### config.mk
export PLATFORM = sky130hd
export DESIGN_NAME = three_band_equalizer_core
export DESIGN_NICKNAME = d
export VERILOG_FILES = /design/src/rtl/core/teq_pkg.sv /design/src/rtl/core/three_band_equalizer_core.sv /design/src/rtl/core/teq_csr.sv /design/src/rtl/core/teq_ctrl.sv /design/src/rtl/core/teq_dp.sv
export SDC_FILE = /design/constraint.sdc
export NUM_CORES = 2
export LEC_CHECK = 0
export ABC_AREA = 0
export BUFFER_PORTS_ARGS = -buffer_cell sky130_fd_sc_hd__buf_2
export CAP_MARGIN = 10
export CORE_MARGIN = 10
export CORE_UTILIZATION = 40
export CTS_BUF_LIST = sky130_fd_sc_hd__clkbuf_16
export DETAILED_ROUTE_END_ITERATION = 8
export PLACE_DENSITY = 0.61
export SYNTH_ARGS = -nofsm -noshare
export SYNTH_HDL_FRONTEND = slang
export SYNTH_SLANG_ARGS = --single-unit
### constraint.sdc
create_clock -name clock -period 10.2 [get_ports clock]
set_input_delay 1.53 -clock clock [delete_from_list [all_inputs] [get_ports clock]]
set_output_delay 1.53 -clock clock [all_outputs]
set_load 0.05 [all_outputs]
### src/rtl/core/teq_pkg.sv
`timescale 1ns / 1ps

package teq_pkg;

   // field widths
   localparam int SAMPLE_W   = 16;
   localparam int CHAN_W     = 4;
   localparam int ALPHA_W    = 15;
   localparam int GAIN_W     = 16;
   localparam int TRACK_W    = 32;
   localparam int FRAC_OUT   = 30;

   // shared multiplier: 33-bit signed difference by 17-bit signed (zero-extended) factor
   localparam int MUL_A_W    = TRACK_W + 1;
   localparam int MUL_B_W    = GAIN_W + 1;
   localparam int PROD_W     = MUL_A_W + MUL_B_W;
   localparam int ACC_W      = PROD_W + 2;

   localparam int CSR_ADDR_W = 5;
   localparam int CSR_DATA_W = 32;

   localparam logic [ALPHA_W-1:0] ALPHA_LOW_RESET   = 15'd3960;
   localparam logic [ALPHA_W-1:0] ALPHA_HIGH_RESET  = 15'd17724;
   localparam logic [GAIN_W-1:0]  GAIN_BASS_RESET   = 16'd24576;
   localparam logic [GAIN_W-1:0]  GAIN_MID_RESET    = 16'd19661;
   localparam logic [GAIN_W-1:0]  GAIN_TREBLE_RESET = 16'd6554;

   // half an LSB of the Q0.15 step, for round-half-up
   localparam logic signed [PROD_W-1:0]  ROUND_HALF = PROD_W'(2**(ALPHA_W-1));
   // added to negative sums so the shift truncates toward zero
   localparam logic signed [ACC_W-1:0]   TRUNC_BIAS = ACC_W'(2**FRAC_OUT - 1);
   // largest Q16.16 value a tracker can take (largest sample)
   localparam logic signed [TRACK_W-1:0] TRACK_MAX  = 32'sh7FFF_0000;

   localparam logic signed [SAMPLE_W-1:0] OUT_MAX = 16'sh7FFF;
   localparam logic signed [SAMPLE_W-1:0] OUT_MIN = 16'sh8000;

   typedef enum logic [2:0] {
      REG_ALPHA_LOW   = 3'd0,
      REG_ALPHA_HIGH  = 3'd1,
      REG_GAIN_BASS   = 3'd2,
      REG_GAIN_MID    = 3'd3,
      REG_GAIN_TREBLE = 3'd4
   } teq_reg_type;

   // datapath step issued by the controller each cycle
   typedef enum logic [3:0] {
      OP_IDLE,
      OP_CAPTURE,
      OP_LOAD,
      OP_STEP_LO,
      OP_STEP_HI,
      OP_SUM_B,
      OP_SUM_M,
      OP_SUM_T,
      OP_FIN
   } teq_op_type;

   typedef struct packed {
      logic [ALPHA_W-1:0] alpha_low;
      logic [ALPHA_W-1:0] alpha_high;
      logic [GAIN_W-1:0]  gain_bass;
      logic [GAIN_W-1:0]  gain_mid;
      logic [GAIN_W-1:0]  gain_treble;
   } teq_cfg_type;

   typedef struct packed {
      logic out_free;
   } teq_status_type;

endpackage

### src/rtl/core/three_band_equalizer_core.sv
`timescale 1ns / 1ps

// Channel   Dir  Handshake               Payload
// req_      in   req_tvalid/req_tready   tdata{sample,channel} tuser=restart tlast=block_end
// rsp_      out  rsp_tvalid/rsp_tready   tdata=sample_out tuser=clipped tlast=block_end_out
// csr_      in   psel/penable/pready     5 regs at byte address 4*i, 32-bit data
//
// One transaction is a capture cycle that reads the channel's tracker
// words, then seven steps around the single 33x17 multiplier (two tracker updates,
// three band weights), ending in the saturate-and-load of the output register.
// The final step holds while the output register is still full and not drained.
// A new request is taken only in idle, so each transaction finishes before the next is taken.
// Reset is synchronous; the per-channel valid bits clear all tracker state, so there
// is no clearing pass and requests are taken right after reset.
// restart marks the channel's trackers as zero for that transaction only.

module three_band_equalizer_core #(
   parameter int CHANNELS = 16
) (
   input  logic                              clock,
   input  logic                              reset,

   input  logic                              req_tvalid,
   output logic                              req_tready,
   input  logic [23:0]                       req_tdata,  // [3:0] channel, [19:4] sample, zero pad
   input  logic                              req_tuser,  // [0] restart
   input  logic                              req_tlast,

   output logic                              rsp_tvalid,
   input  logic                              rsp_tready,
   output logic [15:0]                       rsp_tdata,  // [15:0] sample_out
   output logic                              rsp_tuser,  // [0] clipped
   output logic                              rsp_tlast,

   input  logic                              csr_psel,
   input  logic                              csr_penable,
   input  logic                              csr_pwrite,
   input  logic [teq_pkg::CSR_ADDR_W-1:0]    csr_paddr,
   input  logic [teq_pkg::CSR_DATA_W-1:0]    csr_pwdata,
   output logic [teq_pkg::CSR_DATA_W-1:0]    csr_prdata,
   output logic                              csr_pready
);

   teq_pkg::teq_cfg_type    cfg;
   teq_pkg::teq_op_type     cmd;
   teq_pkg::teq_status_type sts;

   logic signed [teq_pkg::SAMPLE_W-1:0] out_sample;

   teq_csr u_csr (
      .clock       (clock),
      .reset       (reset),
      .csr_psel    (csr_psel),
      .csr_penable (csr_penable),
      .csr_pwrite  (csr_pwrite),
      .csr_paddr   (csr_paddr),
      .csr_pwdata  (csr_pwdata),
      .csr_prdata  (csr_prdata),
      .csr_pready  (csr_pready),
      .cfg         (cfg)
   );

   // sequencer: accepts one transaction and steps the datapath through it
   teq_ctrl u_ctrl (
      .clock      (clock),
      .reset      (reset),
      .req_tvalid (req_tvalid),
      .req_tready (req_tready),
      .sts        (sts),
      .cmd        (cmd)
   );

   // tracker memories, shared multiplier, accumulator and output register
   teq_dp #(
      .CHANNELS (CHANNELS)
   ) u_dp (
      .clock         (clock),
      .reset         (reset),
      .cmd           (cmd),
      .cfg           (cfg),
      .sts           (sts),
      .in_channel    (req_tdata[teq_pkg::CHAN_W-1:0]),
      .in_sample     ($signed(req_tdata[teq_pkg::CHAN_W +: teq_pkg::SAMPLE_W])),
      .in_restart    (req_tuser),
      .in_block_end  (req_tlast),
      .rsp_tvalid    (rsp_tvalid),
      .rsp_tready    (rsp_tready),
      .out_sample    (out_sample),
      .out_clipped   (rsp_tuser),
      .out_block_end (rsp_tlast)
   );

   assign rsp_tdata = out_sample;

endmodule

### src/rtl/core/teq_csr.sv
`timescale 1ns / 1ps

module teq_csr (
   input  logic                                clock,
   input  logic                                reset,
   input  logic                                csr_psel,
   input  logic                                csr_penable,
   input  logic                                csr_pwrite,
   input  logic [teq_pkg::CSR_ADDR_W-1:0]      csr_paddr,
   input  logic [teq_pkg::CSR_DATA_W-1:0]      csr_pwdata,
   output logic [teq_pkg::CSR_DATA_W-1:0]      csr_prdata,
   output logic                                csr_pready,
   output teq_pkg::teq_cfg_type                cfg
);

   teq_pkg::teq_cfg_type cfg_ff, cfg_in;
   teq_pkg::teq_reg_type reg_sel;
   logic                 wr_en;

   assign csr_pready = 1'b1;
   assign wr_en      = csr_psel && csr_penable && csr_pwrite && csr_pready;
   assign reg_sel    = teq_pkg::teq_reg_type'(csr_paddr[4:2]);

   always_comb begin
      cfg_in = cfg_ff;
      if (wr_en) begin
         unique case (reg_sel)
            teq_pkg::REG_ALPHA_LOW:   cfg_in.alpha_low   = csr_pwdata[teq_pkg::ALPHA_W-1:0];
            teq_pkg::REG_ALPHA_HIGH:  cfg_in.alpha_high  = csr_pwdata[teq_pkg::ALPHA_W-1:0];
            teq_pkg::REG_GAIN_BASS:   cfg_in.gain_bass   = csr_pwdata[teq_pkg::GAIN_W-1:0];
            teq_pkg::REG_GAIN_MID:    cfg_in.gain_mid    = csr_pwdata[teq_pkg::GAIN_W-1:0];
            teq_pkg::REG_GAIN_TREBLE: cfg_in.gain_treble = csr_pwdata[teq_pkg::GAIN_W-1:0];
            default: ;
         endcase
      end
   end

   always_comb begin
      unique case (reg_sel)
         teq_pkg::REG_ALPHA_LOW:
            csr_prdata = teq_pkg::CSR_DATA_W'(cfg_ff.alpha_low);
         teq_pkg::REG_ALPHA_HIGH:
            csr_prdata = teq_pkg::CSR_DATA_W'(cfg_ff.alpha_high);
         teq_pkg::REG_GAIN_BASS:
            csr_prdata = teq_pkg::CSR_DATA_W'(cfg_ff.gain_bass);
         teq_pkg::REG_GAIN_MID:
            csr_prdata = teq_pkg::CSR_DATA_W'(cfg_ff.gain_mid);
         teq_pkg::REG_GAIN_TREBLE:
            csr_prdata = teq_pkg::CSR_DATA_W'(cfg_ff.gain_treble);
         default:
            csr_prdata = '0;
      endcase
   end

   always_ff @(posedge clock) begin
      if (reset) begin
         cfg_ff.alpha_low   <= teq_pkg::ALPHA_LOW_RESET;
         cfg_ff.alpha_high  <= teq_pkg::ALPHA_HIGH_RESET;
         cfg_ff.gain_bass   <= teq_pkg::GAIN_BASS_RESET;
         cfg_ff.gain_mid    <= teq_pkg::GAIN_MID_RESET;
         cfg_ff.gain_treble <= teq_pkg::GAIN_TREBLE_RESET;
      end else begin
         cfg_ff <= cfg_in;
      end
   end

   assign cfg = cfg_ff;

endmodule

### src/rtl/core/teq_ctrl.sv
`timescale 1ns / 1ps

module teq_ctrl (
   input  logic                    clock,
   input  logic                    reset,
   input  logic                    req_tvalid,
   output logic                    req_tready,
   input  teq_pkg::teq_status_type sts,
   output teq_pkg::teq_op_type     cmd
);

   typedef enum logic [2:0] {
      ST_IDLE,
      ST_LOAD,
      ST_STEP_LO,
      ST_STEP_HI,
      ST_SUM_B,
      ST_SUM_M,
      ST_SUM_T,
      ST_FIN
   } state_type;

   state_type state_ff, state_in;
   logic      accept;

   assign req_tready = (state_ff == ST_IDLE);
   assign accept     = req_tvalid && req_tready;

   always_comb begin
      state_in = state_ff;
      cmd      = teq_pkg::OP_IDLE;
      unique case (state_ff)
         ST_IDLE: begin
            if (accept) begin
               cmd      = teq_pkg::OP_CAPTURE;
               state_in = ST_LOAD;
            end
         end
         ST_LOAD: begin
            cmd      = teq_pkg::OP_LOAD;
            state_in = ST_STEP_LO;
         end
         ST_STEP_LO: begin
            cmd      = teq_pkg::OP_STEP_LO;
            state_in = ST_STEP_HI;
         end
         ST_STEP_HI: begin
            cmd      = teq_pkg::OP_STEP_HI;
            state_in = ST_SUM_B;
         end
         ST_SUM_B: begin
            cmd      = teq_pkg::OP_SUM_B;
            state_in = ST_SUM_M;
         end
         ST_SUM_M: begin
            cmd      = teq_pkg::OP_SUM_M;
            state_in = ST_SUM_T;
         end
         ST_SUM_T: begin
            cmd      = teq_pkg::OP_SUM_T;
            state_in = ST_FIN;
         end
         ST_FIN: begin
            // hold until the output register can take the result
            if (sts.out_free) begin
               cmd      = teq_pkg::OP_FIN;
               state_in = ST_IDLE;
            end
         end
         default: state_in = ST_IDLE;
      endcase
   end

   always_ff @(posedge clock) begin
      if (reset) begin
         state_ff <= ST_IDLE;
      end else begin
         state_ff <= state_in;
      end
   end

   a_fixed_latency: assert property (@(posedge clock) disable iff (reset)
      accept |-> ##7 (state_ff == ST_FIN))
      else $error("item did not reach the final step in seven cycles");

endmodule

### src/rtl/core/teq_dp.sv
`timescale 1ns / 1ps

module teq_dp #(
   parameter int CHANNELS = 16
) (
   input  logic                                  clock,
   input  logic                                  reset,
   input  teq_pkg::teq_op_type                   cmd,
   input  teq_pkg::teq_cfg_type                  cfg,
   output teq_pkg::teq_status_type               sts,
   input  logic [teq_pkg::CHAN_W-1:0]            in_channel,
   input  logic signed [teq_pkg::SAMPLE_W-1:0]   in_sample,
   input  logic                                  in_restart,
   input  logic                                  in_block_end,
   output logic                                  rsp_tvalid,
   input  logic                                  rsp_tready,
   output logic signed [teq_pkg::SAMPLE_W-1:0]   out_sample,
   output logic                                  out_clipped,
   output logic                                  out_block_end
);

   localparam int CW       = (CHANNELS > 1) ? $clog2(CHANNELS) : 1;
   localparam int MAP_SIZE = 2**teq_pkg::CHAN_W;

   localparam int TW = teq_pkg::TRACK_W;
   localparam int AW = teq_pkg::MUL_A_W;
   localparam int BW = teq_pkg::MUL_B_W;
   localparam int PW = teq_pkg::PROD_W;
   localparam int QW = teq_pkg::ACC_W;
   localparam int SW = teq_pkg::SAMPLE_W;

   // channel number folded onto the implemented channels
   logic [CW-1:0] chan_map [MAP_SIZE];
   for (genvar g = 0; g < MAP_SIZE; g++) begin : g_map
      assign chan_map[g] = CW'(g % CHANNELS);
   end

   // tracker memories, one word per channel
   logic [TW-1:0] low_mem  [CHANNELS];
   logic [TW-1:0] high_mem [CHANNELS];
   logic [CHANNELS-1:0] trk_valid_ff, trk_valid_in;

   logic [CW-1:0]          idx_ff, idx_in;
   logic signed [SW-1:0]   sample_ff;
   logic                   bend_ff;
   logic                   hit_ff;
   logic [TW-1:0]          rd_low_ff, rd_high_ff;
   logic signed [TW-1:0]   old_low_ff, old_high_ff, old_low_in, old_high_in;
   logic signed [TW-1:0]   low_new_ff, high_new_ff;
   logic signed [PW-1:0]   prod_ff, prod_in;
   logic signed [QW-1:0]   acc_ff, acc_in;

   logic signed [TW-1:0]   x_q;
   logic signed [AW-1:0]   mul_a;
   logic signed [BW-1:0]   mul_b;
   logic signed [PW-1:0]   step_q, trk_sum;
   logic signed [TW-1:0]   trk_base, trk_in;
   logic signed [QW-1:0]   acc_bias;
   logic signed [QW-1:0]   quo;
   logic signed [SW-1:0]   sat_in;
   logic                   clip_in;
   logic                   rsp_tvalid_ff, rsp_tvalid_in;
   logic                   emit;

   assign idx_in = chan_map[in_channel];
   assign x_q    = {sample_ff, {(TW-SW){1'b0}}};

   // restart, or a channel not yet touched since reset, starts from zero
   assign old_low_in  = hit_ff ? $signed(rd_low_ff)  : '0;
   assign old_high_in = hit_ff ? $signed(rd_high_ff) : '0;

   // operand select for the shared multiplier
   always_comb begin
      mul_a = '0;
      mul_b = '0;
      unique case (cmd)
         teq_pkg::OP_LOAD: begin
            mul_a = AW'(x_q) - AW'(old_low_in);
            mul_b = BW'(cfg.alpha_low);
         end
         teq_pkg::OP_STEP_LO: begin
            mul_a = AW'(x_q) - AW'(old_high_ff);
            mul_b = BW'(cfg.alpha_high);
         end
         teq_pkg::OP_STEP_HI: begin
            mul_a = AW'(low_new_ff);
            mul_b = BW'(cfg.gain_bass);
         end
         teq_pkg::OP_SUM_B: begin
            mul_a = AW'(high_new_ff) - AW'(low_new_ff);
            mul_b = BW'(cfg.gain_mid);
         end
         teq_pkg::OP_SUM_M: begin
            mul_a = AW'(x_q) - AW'(high_new_ff);
            mul_b = BW'(cfg.gain_treble);
         end
         default: ;
      endcase
   end

   assign prod_in = mul_a * mul_b;

   // tracker step: t + round(d * alpha / 2^15), halves toward plus infinity
   assign step_q   = (prod_ff + teq_pkg::ROUND_HALF) >>> teq_pkg::ALPHA_W;
   assign trk_base = (cmd == teq_pkg::OP_STEP_HI) ? old_high_ff : old_low_ff;
   assign trk_sum  = PW'(trk_base) + step_q;
   assign trk_in   = trk_sum[TW-1:0];

   always_comb begin
      acc_in = acc_ff;
      if (cmd == teq_pkg::OP_SUM_B) begin
         acc_in = QW'(prod_ff);
      end else if (cmd == teq_pkg::OP_SUM_M || cmd == teq_pkg::OP_SUM_T) begin
         acc_in = acc_ff + QW'(prod_ff);
      end
   end

   // Q.30 sum to integer, truncating toward zero, then saturate
   assign acc_bias = acc_ff[QW-1] ? teq_pkg::TRUNC_BIAS : '0;
   assign quo      = (acc_ff + acc_bias) >>> teq_pkg::FRAC_OUT;

   always_comb begin
      priority if (quo > QW'(teq_pkg::OUT_MAX)) begin
         sat_in  = teq_pkg::OUT_MAX;
         clip_in = 1'b1;
      end else if (quo < QW'(teq_pkg::OUT_MIN)) begin
         sat_in  = teq_pkg::OUT_MIN;
         clip_in = 1'b1;
      end else begin
         sat_in  = quo[SW-1:0];
         clip_in = 1'b0;
      end
   end

   assign emit          = (cmd == teq_pkg::OP_FIN);
   assign rsp_tvalid_in = emit ? 1'b1 : (rsp_tvalid_ff && !rsp_tready);

   always_comb begin
      trk_valid_in = trk_valid_ff;
      if (cmd == teq_pkg::OP_SUM_B) begin
         trk_valid_in[idx_ff] = 1'b1;
      end
   end

   always_ff @(posedge clock) begin
      if (reset) begin
         trk_valid_ff  <= '0;
         rsp_tvalid_ff <= 1'b0;
      end else begin
         trk_valid_ff  <= trk_valid_in;
         rsp_tvalid_ff <= rsp_tvalid_in;
      end
   end

   always_ff @(posedge clock) begin
      if (cmd == teq_pkg::OP_CAPTURE) begin
         idx_ff     <= idx_in;
         sample_ff  <= in_sample;
         bend_ff    <= in_block_end;
         hit_ff     <= trk_valid_ff[idx_in] && !in_restart;
         rd_low_ff  <= low_mem[idx_in];
         rd_high_ff <= high_mem[idx_in];
      end
      if (cmd == teq_pkg::OP_LOAD) begin
         old_low_ff  <= old_low_in;
         old_high_ff <= old_high_in;
      end
      if (cmd == teq_pkg::OP_STEP_LO) begin
         low_new_ff <= trk_in;
      end
      if (cmd == teq_pkg::OP_STEP_HI) begin
         high_new_ff <= trk_in;
      end
      if (cmd == teq_pkg::OP_SUM_B) begin
         low_mem[idx_ff]  <= low_new_ff;
         high_mem[idx_ff] <= high_new_ff;
      end
      prod_ff <= prod_in;
      acc_ff  <= acc_in;
      if (emit) begin
         out_sample    <= sat_in;
         out_clipped   <= clip_in;
         out_block_end <= bend_ff;
      end
   end

   assign rsp_tvalid   = rsp_tvalid_ff;
   assign sts.out_free = !rsp_tvalid_ff || rsp_tready;

   a_valid_set: assert property (@(posedge clock) disable iff (reset)
      (cmd == teq_pkg::OP_SUM_B) |=> trk_valid_ff[idx_ff])
      else $error("channel not marked valid after tracker write-back");

   a_track_range: assert property (@(posedge clock) disable iff (reset)
      (cmd == teq_pkg::OP_SUM_B) |->
         (low_new_ff <= teq_pkg::TRACK_MAX) && (high_new_ff <= teq_pkg::TRACK_MAX))
      else $error("tracker left the sample range");

   a_clip_bound: assert property (@(posedge clock) disable iff (reset)
      (rsp_tvalid && out_clipped) |->
         (out_sample == teq_pkg::OUT_MAX) || (out_sample == teq_pkg::OUT_MIN))
      else $error("clip flag set on an unsaturated sample");

endmodule
==> flow_metrics.py <==
metrics = {
    "run_status": {
        "status": "finished, final reports clean",
    },
    "global_routing": {
        "grt_max_degree": 131,
        "grt_use_met1_pct": 27.4,
        "grt_first_pass_wirelength_um": 337000,
        "busiest_layer": "met2",
        "grt_pass1_vias": 53211,
        "grt_overflow": 0,
        "antenna_found_initial": 8,
        "grt_usage_pct": 19.7,
        "grt.met3_usage_pct": 3.14,
        "grt_use_met2_pct": 31.8,
    },
    "sta": {
        "tightest_slew_ns": 1.16,
        "rsz0062_at_grt": "no",
        "slew_headroom_pct": 22.8,
        "drv_slew": 0,
        "clock-skew-final_ns": 0.0561,
        "fin_crit_sh_pct": 95.8,
        "layout_setup_ws_ns": 0.433,
        "timing.fmax_ghz": 0.102,
        "finalSetupViolations": 0,
        "hold_viol": 0,
        "tns_ns": 0,
        "final.min_clock_period_ns": 9.77,
    },
    "logic_synthesis": {
        "netlist_top_cells_count": "edfxtp_1 (1308), nand2_1 (689), inv_1 (679)",
        "yosysSeqAreaShare_pct": 51.4,
        "synth_area_sq_mm": 0.0822,
        "yosysWarnings": 0,
        "syn_area_per_cell_sq_um": 13.3,
        "ys_types": 92,
        "ys_async_sr_fraction_pct": 0,
        "ys_seq_elements": 1456,
        "synth_most_common_cell": "edfxtp_1",
        "synth_area_leader_cell": "edfxtp_1",
        "yosysTopAreaCellShare_pct": 47.8,
        "synth_cells": 6199,
        "ys.flop_type": "edfxtp_1",
        "ys_top_cells_by_area": "edfxtp_1 (48%), fa_1 (12%), mux4_2 (8.9%), ha_1 (4.3%), dfxtp_1 (3.6%)",
        "synth_edf_count": 1308,
    },
    "floorplanning": {
        "die_h_um": 473,
        "rows": 166,
        "io_pins": 123,
        "die_area_sq_mm": 0.224,
        "initial_core_util_pct": 40.2,
        "coreArea_sq_mm": 0.205,
        "die_x_um": 473,
    },
    "worst_hold_path": {
        "hold_path.class": "reg2reg",
    },
    "critical_path": {
        "crit_arrival_ns": 10.41,
        "crit_buf_inv": 7,
        "required_ns": 10.84,
        "cpPeakStageDelay_ns": 0.58,
        "path_max_fanout": 24,
        "cp_slowest_cell": "fa_1",
        "critical_path.top_delay_family": "adder cells",
        "ff2ff_setup_slack_ns": 0.43,
        "criticalPathCategory": "reg2reg",
        "critPathCaptureType": "flop",
        "critPathLaunchType": "flop",
    },
    "clocking": {
        "clk_latency_ns": 0.82,
        "cts_max_path_buffers": 3,
        "clock_sinks": 1456,
        "tritoncts": "yes",
        "cts_buffers": 152,
        "htreeDepth": 4,
        "path_clk_slew_ns": 0.07,
        "cts-root-buf": "clkbuf_16",
    },
    "job": {
        "drv_cap": 0,
    },
    "finish": {
        "layout-drive-gt1-share_pct": 17.1,
        "fillers": 18163,
        "regArea_sq_mm": 0.0422,
        "syn2layout_area_growth_pct": 13.4,
        "nNetsFinal": 7401,
        "multiInputGateArea_sq_mm": 0.0366,
        "fin_area_sq_mm": 0.0932,
        "fin_util_pct": 45.6,
    },
    "detailed_routing": {
        "drt_first_pass_iters": 8,
        "wirelength_um": 223000,
        "dr_total_vias": 51777,
        "ant_nets": 0,
        "drt_iter0_markers": 4877,
        "via_per_inst": 5.53,
        "drt-wirelength-per-cell_um": 23.8,
        "drc": 0,
    },
    "placed_design": {
        "dp_slack_ns": -0.251,
        "gp_congestion": 0.935,
        "dpl_cell_area_sq_mm": 0.0883,
        "dpl.hpwl_um": 153000,
        "numPortBuffers": 83,
    },
}
## flip-flops by register name, summed over array words and instances (netlist names)
signal and count:
u_dp.prod_ff 50, u_dp.out_clipped 1, u_dp.idx_ff 4, u_csr.cfg 78, u_dp.bend_ff 1, u_dp.low_mem 512
u_dp.old_high_ff 32, u_dp.high_new_ff 32, u_dp.rd_high_ff 32, u_dp.out_block_end 1, u_dp.acc_ff 52, u_dp.out_sample 16
u_dp.high_mem 512, u_dp.rsp_tvalid 1, u_dp.low_new_ff 32, u_ctrl.state_ff 3, u_dp.hit_ff 1, u_dp.trk_valid_ff 16
u_dp.sample_ff 16, u_dp.rd_low_ff 32, u_dp.old_low_ff 32
## logic make-up (layout without fill, tap and decap cells)
logic type,Yosys count,count (layout),synth area share [%]
adders and majority gates,788,788,16.6
DFF,1456,1456,51.4
and+or+nand+nor,1453,1453,8.01
AOI/OAI and AO/OA,933,933,7.51
buffers and inverters,970,1422,4.54
xor gates and xnor gates,215,215,2.29
muxes,382,382,9.69
other,2,18,0.00914
## metrics by stage
step | hold slack (ns) | instances
after floorplan | 0.400 | 6214
after global placement | 0.444 | 9078
after global routing | 0.494 | 9355
after CTS | 0.474 | 9352
final | 0.470 | 9355
after detailed placement | 0.460 | 9078
## repair_timing
item                       in CTS  in global routing
gates resized for setup         0                  8
buffers inserted                0                  2
setup endpoints to repair       0                 10
hold buffers                    0                  0
## routing by layer
metal	share of wire (%)	up-vias	routed length, um
li1	-	22901	-
met1	43	26655	95800
met2	47	1865	105000
met3	6.9	354	15300
met4	3.2	2	7030
met5	0.0058	-	13
## cells in the final DEF (no fill, tap or decap), types with 22 or more instances in the layout
master,n
ha_1,285
mux2_2,47
nand2b_1,33
and3_1,30
o211ai_1,26
o21bai_1,23
a221o_1,22
o21ai_0,149
fa_1,500
or2_2,22
nand2_1,688
a22oi_1,55
xor2_1,77
a21o_1,109
a211oi_1,26
nand4_1,25
edfxtp_1,1308
clkinv_1,29
mux4_2,326
clkbuf_16,153
buf_2,79
a21oi_1,280
a31oi_1,31
nor2_1,314
o21a_1,23
nand3b_1,37
and2_1,109
buf_4,364
nand3_1,68
dfxtp_1,148
clkinv_2,22
xnor2_1,138
inv_1,720
## cell type report
class | instances | area share [%]
clock buffers | 153 | 4.11
diodes | 1 | 0.00268
well taps | 2688 | 3.61
clock inverters | 121 | 1.15
flip-flops and latches | 1456 | 45.3
multi-input cells | 3788 | 39.2
repair buffers | 468 | 3.86
inverters | 680 | 2.74
## path summary, 6_finish.rpt
check,startpoint,end,depth (start not counted)
worst max-delay path,u_ctrl.state_ff[0]$_SDFFE_PP0P_,u_dp.prod_ff[47]$_DFF_P_,37
worst max register to register,u_ctrl.state_ff[0]$_SDFFE_PP0P_,u_dp.prod_ff[47]$_DFF_P_,37
worst min register to register,u_dp.trk_valid_ff[9]$_SDFFE_PP0P_,u_dp.trk_valid_ff[9]$_SDFFE_PP0P_,2
worst min-delay path,u_dp.trk_valid_ff[9]$_SDFFE_PP0P_,u_dp.trk_valid_ff[9]$_SDFFE_PP0P_,2
## tightest hold or removal path: stages (launching register included)
cell and delay, ns:
dfxtp_1 0.32, nor2_1 0.05, nor2_1 0.07
Power is not shown: default switching activity piles up to over one toggle a cycle in this logic, so the estimate is an artifact.
